===== config.mk =====
export PLATFORM = sky130hd
export DESIGN_NAME = bmp_header_field_extractor_core
export DESIGN_NICKNAME = d
export VERILOG_FILES = /design/src/sv/bhfe_pkg.sv /design/src/sv/bmp_header_field_extractor_core.sv
export VERILOG_INCLUDE_DIRS = /design/src /design/src/sv
export SDC_FILE = /design/constraint.sdc
export NUM_CORES = 1
export LEC_CHECK = 0
export BUFFER_PORTS_ARGS = -buffer_cell sky130_fd_sc_hd__buf_2
export CORE_ASPECT_RATIO = 0.7
export CORE_MARGIN = 10
export CORE_UTILIZATION = 54
export DETAILED_ROUTE_END_ITERATION = 10
export GPL_ROUTABILITY_DRIVEN = 0
export GPL_TIMING_DRIVEN = 1
export PLACE_DENSITY = 0.79
export SLEW_MARGIN = 20
export SYNTH_ARGS = -nofsm -noshare
export SYNTH_HDL_FRONTEND = slang
export SYNTH_SLANG_ARGS = --single-unit

===== constraint.sdc =====
create_clock -name clk -period 6.6 [get_ports clk]
set_input_delay 0.66 -clock clk [delete_from_list [all_inputs] [get_ports clk]]
set_output_delay 0.66 -clock clk [all_outputs]
set_load 0.005 [all_outputs]

===== src/sv/bmp_header_field_extractor_core_assert.svh =====
// Assertion macros shared by the header field extractor RTL.
`ifndef BMP_HEADER_FIELD_EXTRACTOR_CORE_ASSERT_SVH
`define BMP_HEADER_FIELD_EXTRACTOR_CORE_ASSERT_SVH

// Same-cycle implication, checked outside reset.
`define BHFE_ASSERT_NOW(name, clk, rstn, ante, cons) \
  name: assert property (@(posedge clk) disable iff (!rstn) (ante) |-> (cons)) \
    else $error("bhfe assertion failed: same-cycle check");

// Next-cycle implication, checked outside reset.
`define BHFE_ASSERT_NEXT(name, clk, rstn, ante, cons) \
  name: assert property (@(posedge clk) disable iff (!rstn) (ante) |=> (cons)) \
    else $error("bhfe assertion failed: next-cycle check");

`endif


===== src/sv/bhfe_pkg.sv =====
// Constants and phase codes for the BMP header field extractor.
package bhfe_pkg;

  localparam int unsigned PHASE_W = 5;
  localparam int unsigned IDX_W   = 2;
  localparam int unsigned PART_W  = 24;
  localparam int unsigned ID_W    = 4;
  localparam int unsigned VALUE_W = 32;

  localparam logic [7:0] SIG_FIRST  = 8'h42;  // 'B'
  localparam logic [7:0] SIG_SECOND = 8'h4D;  // 'M'

  // Phase codes: field phases run from PH_FIRST_FIELD up to PH_DONE - 1.
  localparam logic [PHASE_W-1:0] PH_SIG         = 5'd0;
  localparam logic [PHASE_W-1:0] PH_FIRST_FIELD = 5'd1;
  localparam logic [PHASE_W-1:0] PH_DONE        = 5'd15;
  localparam logic [PHASE_W-1:0] PH_ERROR       = 5'd16;

  localparam logic [ID_W-1:0] FID_PLANES = 4'd6;
  localparam logic [ID_W-1:0] FID_BPP    = 4'd7;
  localparam logic [ID_W-1:0] FID_LAST   = 4'd13;

  // Byte index of the final byte of a field.
  localparam logic [IDX_W-1:0] IDX_LAST_SHORT = 2'd1;
  localparam logic [IDX_W-1:0] IDX_LAST_WORD  = 2'd3;

endpackage


===== src/sv/bmp_header_field_extractor_core.sv =====
// Top level: byte-serial BMP header parser with registered input and output.
//
// Input channel: one header byte per item on in_tdata; in_tuser marks the
// first byte of a new header and restarts the parse with that byte.
// Output channel: one item per completed field, carrying the field id and
// its little-endian value on out_tdata. out_tlast marks the final field
// (important colors); out_tuser flags a bad 'BM' signature, in which case
// the id and value are zero. Bytes after the final field or after an error
// produce nothing until the next start-marked byte.
// Timing: an item is registered at the input, decoded combinationally against
// the parse state, and the result lands in the output register before it is
// offered. One byte is accepted per cycle while the receiver keeps out_tready
// high; the parse state is updated once for each decoded byte.
// Reset puts the parser in the signature phase and empties both registers.
// When the receiver stalls, the output register holds its item and the
// input register holds one more byte; in_tready drops only when both are full.
`include "bmp_header_field_extractor_core_assert.svh"

module bmp_header_field_extractor_core
  import bhfe_pkg::*;
(
  input  logic        clk,
  input  logic        rst_n,
  input  logic        in_tvalid,
  output logic        in_tready,
  input  logic [7:0]  in_tdata,   // [7:0] data_byte
  input  logic [0:0]  in_tuser,   // [0] start_flag
  output logic        out_tvalid,
  input  logic        out_tready,
  output logic [39:0] out_tdata,  // [3:0] field_id, [35:4] field_value, [39:36] zero
  output logic        out_tlast,  // header_done
  output logic [0:0]  out_tuser   // [0] signature_error
);

  // Input register.
  logic       in_v_r;
  logic [7:0] in_byte_r;
  logic       in_start_r;

  // Parse state.
  logic [PHASE_W-1:0] phase_r, phase_nxt;
  logic [IDX_W-1:0]   idx_r, idx_nxt;
  logic [PART_W-1:0]  part_r, part_nxt;

  // Output register.
  logic               out_v_r;
  logic [ID_W-1:0]    out_id_r, out_id_nxt;
  logic [VALUE_W-1:0] out_val_r, out_val_nxt;
  logic               out_done_r, out_done_nxt;
  logic               out_err_r, out_err_nxt;
  logic               emit;

  logic               advance;
  logic [PHASE_W-1:0] cur_phase;
  logic [IDX_W-1:0]   cur_idx;
  logic [PART_W-1:0]  cur_part;
  logic [ID_W-1:0]    cur_id;
  logic [IDX_W-1:0]   last_idx;
  logic [VALUE_W-1:0] byte_shifted;
  logic [VALUE_W-1:0] part_mask;

  // The decode stage moves whenever the output slot is free or being drained.
  assign advance   = !out_v_r || out_tready;
  assign in_tready = !in_v_r || advance;

  always_ff @(posedge clk) begin
    if (!rst_n) begin
      in_v_r <= 1'b0;
    end else if (in_tready) begin
      in_v_r <= in_tvalid;
    end
  end

  always_ff @(posedge clk) begin
    if (in_tready && in_tvalid) begin
      in_byte_r  <= in_tdata;
      in_start_r <= in_tuser[0];
    end
  end

  // A start-marked byte sees a freshly reset parser.
  assign cur_phase = in_start_r ? PH_SIG : phase_r;
  assign cur_idx   = in_start_r ? '0 : idx_r;
  assign cur_part  = in_start_r ? '0 : part_r;
  assign cur_id    = ID_W'(cur_phase - PH_FIRST_FIELD);
  assign last_idx  = (cur_id == FID_PLANES || cur_id == FID_BPP) ?
                     IDX_LAST_SHORT : IDX_LAST_WORD;
  assign byte_shifted = VALUE_W'(in_byte_r) << {cur_idx, 3'b000};

  always_comb begin
    case (cur_idx)
      2'd0:    part_mask = 32'h0000_0000;
      2'd1:    part_mask = 32'h0000_00FF;
      2'd2:    part_mask = 32'h0000_FFFF;
      default: part_mask = 32'h00FF_FFFF;
    endcase
  end

  always_comb begin
    phase_nxt    = cur_phase;
    idx_nxt      = cur_idx;
    part_nxt     = cur_part;
    emit         = 1'b0;
    out_id_nxt   = '0;
    out_val_nxt  = '0;
    out_done_nxt = 1'b0;
    out_err_nxt  = 1'b0;
    if (cur_phase == PH_SIG) begin
      if (cur_idx == '0) begin
        part_nxt = PART_W'(in_byte_r);
        idx_nxt  = 2'd1;
      end else begin
        phase_nxt = (cur_part[7:0] == SIG_FIRST && in_byte_r == SIG_SECOND) ?
                    PH_FIRST_FIELD : PH_ERROR;
        idx_nxt   = '0;
        part_nxt  = '0;
        if (phase_nxt == PH_ERROR) begin
          emit        = 1'b1;
          out_err_nxt = 1'b1;
        end
      end
    end else if (cur_phase < PH_DONE) begin
      if (cur_idx < last_idx) begin
        part_nxt = (cur_idx == '0) ? PART_W'(in_byte_r) :
                   (cur_part | PART_W'(byte_shifted));
        idx_nxt  = cur_idx + 2'd1;
      end else begin
        emit         = 1'b1;
        out_id_nxt   = cur_id;
        out_val_nxt  = ({8'h00, cur_part} & part_mask) | byte_shifted;
        out_done_nxt = (cur_id == FID_LAST);
        phase_nxt    = out_done_nxt ? PH_DONE : cur_phase + 5'd1;
        idx_nxt      = '0;
        part_nxt     = '0;
      end
    end
  end

  always_ff @(posedge clk) begin
    if (!rst_n) begin
      phase_r <= PH_SIG;
      idx_r   <= '0;
      part_r  <= '0;
      out_v_r <= 1'b0;
    end else if (advance) begin
      if (in_v_r) begin
        phase_r <= phase_nxt;
        idx_r   <= idx_nxt;
        part_r  <= part_nxt;
      end
      out_v_r <= in_v_r && emit;
    end
  end

  always_ff @(posedge clk) begin
    if (advance && in_v_r && emit) begin
      out_id_r   <= out_id_nxt;
      out_val_r  <= out_val_nxt;
      out_done_r <= out_done_nxt;
      out_err_r  <= out_err_nxt;
    end
  end

  assign out_tvalid = out_v_r;
  assign out_tdata  = {4'h0, out_val_r, out_id_r};
  assign out_tlast  = out_done_r;
  assign out_tuser  = out_err_r;

  `BHFE_ASSERT_NOW(a_err_clean, clk, rst_n, out_v_r && out_err_r,
                   out_id_r == '0 && out_val_r == '0 && !out_done_r)
  `BHFE_ASSERT_NOW(a_done_last_id, clk, rst_n, out_v_r && out_done_r,
                   out_id_r == FID_LAST && !out_err_r)
  `BHFE_ASSERT_NOW(a_short_field, clk, rst_n,
                   out_v_r && (out_id_r == FID_PLANES || out_id_r == FID_BPP),
                   out_val_r[31:16] == 16'h0000)
  `BHFE_ASSERT_NEXT(a_idle_phase, clk, rst_n, advance && in_v_r && emit,
                    idx_r == '0 && part_r == '0)

endmodule


# Word-level counts from Yosys, hierarchy flattened

Index checks and enable logic that the tools add are counted.

Register bits: 80
Word-level logic and storage cells: 68

Add/sub/neg operators: 3
$lt $le $gt $ge: 2
Equality and inequality tests: 8
Shifts and indexed selects: 1
Multiplexer cells: 25
Bitwise gates (word level): 4
Reduce and logical (&&, ||, !) cells: 14

Operators by type and width:

| operator                                                                      | count |
|---|---|
| 24-bit two-way mux                                                            | 5 |
| 24-bit one-hot mux with 3 select lines                                        | 1 |
| 5-bit two-way mux                                                             | 7 |
| 24-bit by 32-bit AND with 32-bit output                                       | 1 |
| 32-bit bitwise OR                                                             | 1 |
| 8-bit by 5-bit << shifter with 32-bit output                                  | 1 |
| 24-bit bitwise OR                                                             | 1 |
| 8-bit by 7-bit == test with 1-bit output (second input constant)              | 2 |
| 2-bit two-way mux                                                             | 5 |
| 4-bit by 3-bit == test with 1-bit output (second input constant)              | 2 |
| 8-bit two-way mux                                                             | 1 |
| 1-bit two-way mux                                                             | 6 |
| 5-bit by 1-bit adder with 5-bit output (second input constant)                | 1 |
| 5-bit == test (second input constant)                                         | 1 |
| 1-bit logical AND                                                             | 5 |
| 5-bit logical NOT                                                             | 1 |
| 5-bit by 4-bit less-than comparator with 1-bit output (second input constant) | 1 |
| 4-bit == test (second input constant)                                         | 1 |
| 4-bit by 1-bit subtractor with 4-bit output (second input constant)           | 1 |
| 1-bit logical OR                                                              | 3 |
| 3-bit OR reduction                                                            | 1 |
| 2-bit by 1-bit adder with 2-bit output (second input constant)                | 1 |
| 2-bit by 1-bit == test with 1-bit output (second input constant)              | 1 |
| 2-bit == test (second input constant)                                         | 1 |
| other kinds (5)                                                               | 6 |

# Depth between registers and ports, before layout

Gate-level depths: netlist of run 1.

Depth after elaboration: 10
Mapped depth: 15
Depth with buffers taken out: 12

# Least setup slack after synthesis of run 1

Ideal clock, no wire load.

Path type: register to register
From: register in_start_r
To: register out_id_r[0], enable pin
Library setup time: 0.446 ns
Data arrival time: 4.514 ns
Required time: 6.154 ns
Path slack: 1.641 ns
Cell stages (with the launch flop): 14
Path buffers: 2
Path through: edfxtp_1 > clkbuf_1 > nor2b_1 > inv_1 > ha_1 > xor2_1 > o21ai_0 > nor2_1 > ha_1 > and3b_1 > o21a_1 > nand3_2 > buf_2 > a21oi_1

Longest elaborated chain between the ends: 10
Elaborated cells on any way between the ends: 22

Ends and longest elaborated chain:

| element                                       | line                                   | RTL |
|---|---|---|
| from (decl)                                   | bmp_header_field_extractor_core.sv:38  | `logic in_start_r;` |
| from (signal assigned)                        | bmp_header_field_extractor_core.sv:77  | `in_start_r <= in_tuser[0];` |
| 5-bit two-way mux *                           | bmp_header_field_extractor_core.sv:82  | `assign cur_phase = in_start_r ? PH_SIG : phase_r;` |
| 4-bit by 1-bit subtractor with 4-bit output * | bmp_header_field_extractor_core.sv:85  | `assign cur_id = ID_W'(cur_phase - PH_FIRST_FIELD);` |
| named net cur_id[0]                           | bmp_header_field_extractor_core.sv:57  | `logic [ID_W-1:0] cur_id;` |
| 4-bit by 3-bit == test with 1-bit output      | bmp_header_field_extractor_core.sv:86  | `assign last_idx = (cur_id == FID_PLANES \|\| cur_id == FID_BPP) ?` |
| 1-bit logical OR *                            | bmp_header_field_extractor_core.sv:86  |  |
| 2-bit two-way mux *                           | bmp_header_field_extractor_core.sv:86  |  |
| 2-bit less-than comparator *                  | bmp_header_field_extractor_core.sv:123 | `if (cur_idx < last_idx) begin` |
| 1-bit two-way mux *                           | bmp_header_field_extractor_core.sv:123 |  |
| 1-bit two-way mux *                           | bmp_header_field_extractor_core.sv:122 | `end else if (cur_phase < PH_DONE) begin` |
| 1-bit two-way mux *                           | bmp_header_field_extractor_core.sv:108 | `if (cur_phase == PH_SIG) begin` |
| 1-bit logical AND *                           | bmp_header_field_extractor_core.sv:156 | `if (advance && in_v_r && emit) begin` |
| to (signal assigned)                          | bmp_header_field_extractor_core.sv:157 | `out_id_r <= out_id_nxt;` |
| to (decl)                                     | bmp_header_field_extractor_core.sv:47  | `logic [ID_W-1:0] out_id_r, out_id_nxt;` |

The timed path passes the listed nets; every way through them passes the cells marked *.
A chain may end at the register's enable or synchronous reset.

# Final worst setup path of run 1

From: register in_start_r
To: register out_val_r[9], enable pin

Longest elaborated chain between the ends: 10
Elaborated cells on any way between the ends: 22

Ends and longest elaborated chain:

| element                                       | line                                   | RTL |
|---|---|---|
| 5-bit two-way mux *                           | bmp_header_field_extractor_core.sv:82  |  |
| 4-bit by 1-bit subtractor with 4-bit output * | bmp_header_field_extractor_core.sv:85  |  |
| named net cur_id[0]                           | bmp_header_field_extractor_core.sv:57  |  |
| 4-bit by 3-bit == test with 1-bit output      | bmp_header_field_extractor_core.sv:86  |  |
| 1-bit logical OR *                            | bmp_header_field_extractor_core.sv:86  |  |
| 2-bit two-way mux *                           | bmp_header_field_extractor_core.sv:86  |  |
| 2-bit less-than comparator *                  | bmp_header_field_extractor_core.sv:123 |  |
| 1-bit two-way mux *                           | bmp_header_field_extractor_core.sv:123 |  |
| 1-bit two-way mux *                           | bmp_header_field_extractor_core.sv:122 |  |
| 1-bit two-way mux *                           | bmp_header_field_extractor_core.sv:108 |  |
| 1-bit logical AND *                           | bmp_header_field_extractor_core.sv:156 |  |
| to (signal assigned)                          | bmp_header_field_extractor_core.sv:158 | `out_val_r <= out_val_nxt;` |
| to (decl)                                     | bmp_header_field_extractor_core.sv:48  | `logic [VALUE_W-1:0] out_val_r, out_val_nxt;` |

Marked as above.

==> flow_summary.yaml, run 1 <==
status:
  outcome: "finished, final reports clean"
drt:
  drcViolationCount: 0
  via_count: 2946
  wirelength_um: 8610
  ant_nets: 0
  vias_per_cell: 5.99
  drt_iter0_markers: 330
  dr.pass1.iters: 5
  wire_per_inst_um: 17.5
synth:
  syn_avg_cell_area_um2: 10.5
  synth-edff-count: 47
  async_flop_share_pct: 0
  syn-cell-area_um2: 3720
  synth_top_family_by_area: "compound AO/OA/AOI/OAI gates"
  yosysWarnings: 0
  yosys.area_share.simple_pct: 17.1
  synth_flop_cell: "edfxtp_1"
  seq_area_frac_synth_pct: 55.7
  synthMuxAreaShare_pct: 0.269
  synth_adder_area_share_pct: 2.35
  synth_cell_types: 56
  ys_ff_latch: 80
  yosys.area_share.xor_xnor_pct: 0.471
  synthesis.instances: 354
  synth_compound_area_share_pct: 18.4
critical_path:
  crit_required_ns: 6.67
  ff2ff_path_depth: 12
  worstReg2RegEnd: "out_val_r[9]"
  r2r_slack_ns: 2.12
  worst_ep_arrival_time_ns: 4.55
  path_max_fanout: 25
  crit_type: "flip-flop to flip-flop"
  r2r_start: "in_start_r"
  end_kind: "flip-flop"
  crit_path_start_kind: "flip-flop"
placed_design:
  hpwl_um: 5990
  pre_cts_slack_ns: 1.89
  portBuffers: 52
floorplan:
  die_x_um: 119
  die_h_um: 89.4
  placementRows: 25
  initial_core_util_pct: 55.3
  die_area_um2: 10700
  pin_count: 57
  core-area_um2: 6730
pwr:
  power.density_nw_per_um2: 225
  power_leakage_nw: 1.66
  irDropWorstVdd_v: 0.000188
clock_network:
  cts_tree: "yes"
  root_buffer: "clkbuf_8"
  clk_pin_slew_worst_paths_ns: 0.08
  numCtsBuffers: 9
  cts_hold_buf: 0
  clk_path_buf_depth: 2
  clkLatencyLatePin_ns: 0.36
  htreeDepth: 3
  clock-sinks: 80
  postCtsSetupRepairBufs: 0
  cts_resized: 0
sta:
  slew_headroom_pct: 44.9
  worstMarginPinSlew_ns: 0.825
  fmax_mhz: 223
  setup_tns_ns: 0
  setup_viol: 0
  min_period_ns: 4.48
  timing.final.crit_share_pct: 67.8
  finalMaxSlewViolations: 0
  layout_setup_ws_ns: 2.12
  whs_ns: 0.474
  finalHoldViolations: 0
  skew_ns: 0.00775
  grt_setup_unrepaired: "no"
global_route:
  antenna_found_initial: 0
  grt_max_degree: 39
  grt_overflow: 0
  grt.total_usage_pct: 16.4
  grt_pass1_vias: 2769
  grt_pass1_wl_um: 13900
hold_path:
  hold_depth: 1
  holdCritStartpoint: "in_tdata[4]"
  min_path_type: "input port to flip-flop"
  holdPathEnd: "in_byte_r[4]"
final_layout:
  fin_nets: 413
  diodes: 0
  syn_to_final_growth_pct: 12.3
  drive_gt1_share_pct: 19.6
job:
  maxCapViolCount: 0
-- cell families (layout without fill, tap and decap cells) --
| group | Yosys count | after routing |
|---|---|---|
| muxes | 1 | 1 |
| buffers and inverters | 43 | 84 |
| DFF | 80 | 80 |
| and+or+nand+nor | 126 | 126 |
| adders and majority gates | 7 | 7 |
| AOI/OAI and AO/OA | 94 | 94 |
| other | 1 | 4 |
| xor gates and xnor gates | 2 | 2 |
-- routing by layer --
metal,up-vias,wire length (um),GRT usage [%],part of all wire (%)
met2,165,3740,24.4,43
met3,12,855,5.93,9.9
met1,1389,3930,22.0,46
met4,0,80,5.19,0.93
li1,1380,-,-,-
met5,-,0,0,0
-- cell usage in the layout, fill, tap and decap left out, drive strengths merged, types with 3 or more instances in the layout --
cell	instances
clkbuf	9
a21oi	14
conb	4
a22o	17
ha	7
o21ai	15
nor2	41
inv	18
nand2b	4
edfxtp	47
clkinvlp	3
a31oi	3
nand3	11
and2	12
nand2	23
dfxtp	33
buf	53
nor3	13
a221oi	8
a22oi	18
nor2b	11
-- power by group --
part	switching [mW]	internal [mW]
logic	0.0350	0.0215
clock network	0.187	0.139
registers	0.0219	0.535
-- metrics by stage --
step / power [mW] / cell area, um2 / cells / util, %
6_report: 0.940 / 4180 / 492 / 62.1
3_3_place_gp: 0.619 / 3970 / 475 / 59.0
5_1_grt: 0.981 / 4180 / 492 / 62.1
3_5_place_dp: 0.621 / 3970 / 475 / 59.0
2_1_floorplan: 0.605 / 3730 / 357 / -
4_1_cts: 0.943 / 4150 / 491 / 61.7
-- registers in the layout, summed over array words and instances, names as in the netlist, 2 cells and up --
register	flops
part_r	24
out_id_r	4
in_byte_r	8
phase_r	5
out_val_r	32
idx_r	2
-- synth_stat cells, types with 2 or more instances --
cell type,count,area [um2]
edfxtp_1,47,1410
nor2_1,41,154
dfxtp_1,33,661
nand2_1,23,86.3
a22oi_1,18,135
a22o_1,17,149
clkbuf_1,16,60.1
inv_1,15,56.3
a21oi_1,13,65.1
o21ai_0,13,65.1
and2_1,11,68.8
nor2b_1,11,68.8
nor3_1,11,55.1
nand3_1,10,50.1
a221oi_1,8,70.1
ha_1,7,87.6
buf_4,4,30.0
nand2b_1,4,25.0
a31oi_1,3,18.8
buf_2,3,15.0
a311oi_1,2,17.5
a32oi_1,2,17.5
buf_1,2,7.51
buf_6,2,22.5
nor3_2,2,20.0
nor4b_1,2,17.5
o211ai_1,2,15.0
o21a_1,2,15.0
o21ai_1,2,10.0
o31ai_1,2,15.0
-- critical path, cell delays in order, from the launching register on --
cell	delay [ns]
edfxtp_1	0.71
nor2b_1	0.41
inv_1	0.17
ha_1	0.31
xor2_1	0.30
o21ai_0	0.15
nor2_1	0.12
ha_1	0.15
and3b_1	0.26
o21a_1	0.21
nand3_2	0.46
a21oi_4	0.67
buf_16	0.24
-- area by class of cell --
class,instances,area (um2)
Clock inverter,7,53.8
Sequential cell,80,2070
Timing Repair Buffer,53,288
Multi-Input combinational cell,234,1470
Clock buffer,9,124
Inverter,15,56.3
Tap cell,94,118
Fill cell,558,2550
-- how the worst max path moves through the flow --
stage                           from       endpoint  depth (start not counted)
final                     in_start_r   out_val_r[9]                         12
after global routing      in_start_r  out_val_r[28]                         12
after floorplan           in_start_r    out_id_r[0]                         13
after detailed placement  in_start_r  out_val_r[30]                         11
after CTS                 in_start_r  out_val_r[25]                         11
after global placement    in_start_r  out_val_r[12]                         11
Power figures use the tool's default switching activity.
==> run 2, diff against run 1 <==
--- a/config.mk
+++ b/config.mk
@@ -9,7 +9,7 @@
 export BUFFER_PORTS_ARGS = -buffer_cell sky130_fd_sc_hd__buf_2
 export CORE_ASPECT_RATIO = 0.7
 export CORE_MARGIN = 10
-export CORE_UTILIZATION = 54
+export CORE_UTILIZATION = 51
 export DETAILED_ROUTE_END_ITERATION = 10
 export GPL_ROUTABILITY_DRIVEN = 0
 export GPL_TIMING_DRIVEN = 1
==> constraint.sdc (replaced) <==
create_clock -name clk -period 4.1 [get_ports clk]
set_input_delay 0.41 -clock clk [delete_from_list [all_inputs] [get_ports clk]]
set_output_delay 0.41 -clock clk [all_outputs]
set_load 0.005 [all_outputs]
==> flow_summary.yaml, run 2 (synthesis gave the netlist of run 1 again) <==
critical_path:
  path_max_fanout: 38
  crit_path_start_kind: "flip-flop"
  worst_path_most_repeated_cell: "ha_1"
  worst_ep_arrival_time_ns: 3.70
  end_kind: "flip-flop"
  r2r_slack_ns: 0.39
  crit_type: "flip-flop to flip-flop"
  cp_cell_sequence: "nor2b_1, inv_1, ha_1, xor2_1, o21ai_0, nor2_1, ha_1, and3b_1, o21a_1, nand3_2, a21oi_4, buf_4"
  r2r_start: "phase_r[0]"
  slowest_stage: "dfxtp_1"
  worstReg2RegEnd: "out_val_r[22]"
  crit_required_ns: 4.09
  worstPathBufferInverterCount: 2
  cpPeakStageDelay_ns: 0.46
  cp_top_family: "simple AND/OR/NAND/NOR gates"
  ff2ff_path_depth: 12
floorplan:
  initial_core_util_pct: 53.8
  pin_count: 57
  placementRows: 25
  die_area_um2: 11200
  die_x_um: 122
  core-area_um2: 6910
  die_h_um: 91.5
sta:
  skew_ns: 0.00819
  finalMaxSlewViolations: 0
  grt_setup_unrepaired: "no"
  worstMarginPinSlew_ns: 0.777
  setup_viol: 0
  finalHoldViolations: 0
  fmax_mhz: 269
  setup_tns_ns: 0
  layout_setup_ws_ns: 0.388
  slew_headroom_pct: 48.1
  timing.final.crit_share_pct: 90.5
  min_period_ns: 3.71
pwr:
  p_switching_mw: 0.364
  power_frac_seq_pct: 57.9
  p_comb_share_pct: 6.4
  irDropWorstVdd_v: 0.000292
  pwr-share-clk_pct: 35.7
  power.density_nw_per_um2: 368
  swShare_pct: 23.7
  internal-power_mw: 1.17
  power_leakage_nw: 1.67
global_route:
  grt.total_usage_pct: 15.7
  grt_max_degree: 39
  grt_overflow: 0
  grt_pass1_wl_um: 14400
  grt_pass1_vias: 2794
  antenna_found_initial: 0
drt:
  drcViolationCount: 0
  dr.pass1.iters: 5
  routed.top_layer: "met4"
  wl_met3_um: 898
  via_count: 2927
  route.met2.wl_um: 3840
  wirelength_um: 8740
  drt_iter0_markers: 362
  drt-met1-wl_um: 3950
  wire_per_inst_um: 17.6
  ant_nets: 0
  vias_per_cell: 5.91
clock_network:
  root_buffer: "clkbuf_8"
  cts_resized: 0
  clkLatencyLatePin_ns: 0.34
  numCtsBuffers: 9
  cts_hold_buf: 0
  postCtsSetupRepairBufs: 0
  clk_pin_slew_worst_paths_ns: 0.08
  clock-sinks: 80
  cts_tree: "yes"
  htreeDepth: 3
  clk_path_buf_depth: 2
final_layout:
  final_common_cell: "buf_2"
  final_cell_mix: "buf_2 (52), edfxtp_1 (47), nor2_1 (41)"
  syn_to_final_growth_pct: 12.6
  largest_reg_flops: 32
  biggestRegsByFlops: "out_val_r: 32 flops, part_r: 24 flops, in_byte_r: 8 flops"
  drive_gt1_share_pct: 19.5
  fin_nets: 416
  top_register: "out_val_r"
  diodes: 0
hold_path:
  holdCritStartpoint: "in_tdata[3]"
  hold_depth: 1
  min_path_type: "input port to flip-flop"
  holdPathEnd: "in_byte_r[3]"
status:
  outcome: "finished, final reports clean"
placed_design:
  pre_cts_slack_ns: 0.477
  hpwl_um: 6280
  portBuffers: 52
job:
  maxCapViolCount: 0
run 2: changes by cell type in the layout (fill, tap and decap cells not counted), sizes merged:
cell / previous run / this run
bufinv: 0 / 1
buf: 53 / 56
clkinvlp: 3 / 1
clkbuf: 9 / 10
clkinv: 1 / 4
inv: 18 / 15
run 2: final cells by class:
type	count	area (um2)
Clock buffer	10	128
Clock inverter	6	60.1
Sequential cell	80	2070
Multi-Input combinational cell	234	1460
Inverter	15	56.3
Timing Repair Buffer	56	290
Tap cell	94	118
Fill cell	578	2730
run 2: through the flow:
| step | utilization (%) | cells | total power, mW | hold slack, ns | area (um2) |
|---|---|---|---|---|---|
| 3_3_place_gp | 57.9 | 479 | 1.00 | 0.463 | 4000 |
| 2_1_floorplan | - | 357 | 0.974 | 0.450 | 3740 |
| 5_1_grt | 60.6 | 495 | 1.60 | 0.220 | 4190 |
| 6_report | 60.6 | 495 | 1.54 | 0.240 | 4190 |
| 3_5_place_dp | 57.9 | 479 | 1.00 | 0.468 | 4000 |
| 4_1_cts | 60.6 | 495 | 1.54 | 0.230 | 4190 |
run 2: power by group through the flow:
| stage | Combinational (mW) | Sequential (mW) | Clock [mW] |
|---|---|---|---|
| floorplan | 0.0853 | 0.889 | 0 |
| global placement | 0.0935 | 0.907 | 0 |
| detailed placement | 0.0958 | 0.908 | 0 |
| CTS | 0.0963 | 0.890 | 0.559 |
| global route | 0.109 | 0.894 | 0.601 |
| finish | 0.0980 | 0.891 | 0.550 |
run 2: routing by layer:
layer | vias to the layer above | GRT usage (%)
li1 | 1380 | -
met1 | 1373 | 21.8
met2 | 166 | 23.4
met3 | 8 | 5.13
met4 | 0 | 3.03
met5 | - | 0
run 2: worst max path at each step:
stage,slack [ns],end,from,cells past startpoint
2_1_floorplan,0.39,out_id_r[0],in_start_r,13
3_3_place_gp,0.64,out_val_r[18],phase_r[0],12
3_5_place_dp,0.48,out_val_r[24],phase_r[0],12
4_1_cts,0.44,out_val_r[24],phase_r[0],12
5_1_grt,0.11,out_val_r[24],phase_r[0],12
6_report,0.39,out_val_r[22],phase_r[0],12
run 2: worst reg2reg max path: cells and delay by family (launching register included):
family                   cells  cell delay (ns)
flip-flops                   1             0.46
buffers and inverters        2             0.59
AND/OR/NAND/NOR              4             0.92
adder cells (fa/ha/maj)      2             0.62
AO/OA/AOI/OAI                3             0.53
XOR/XNOR                     1             0.21
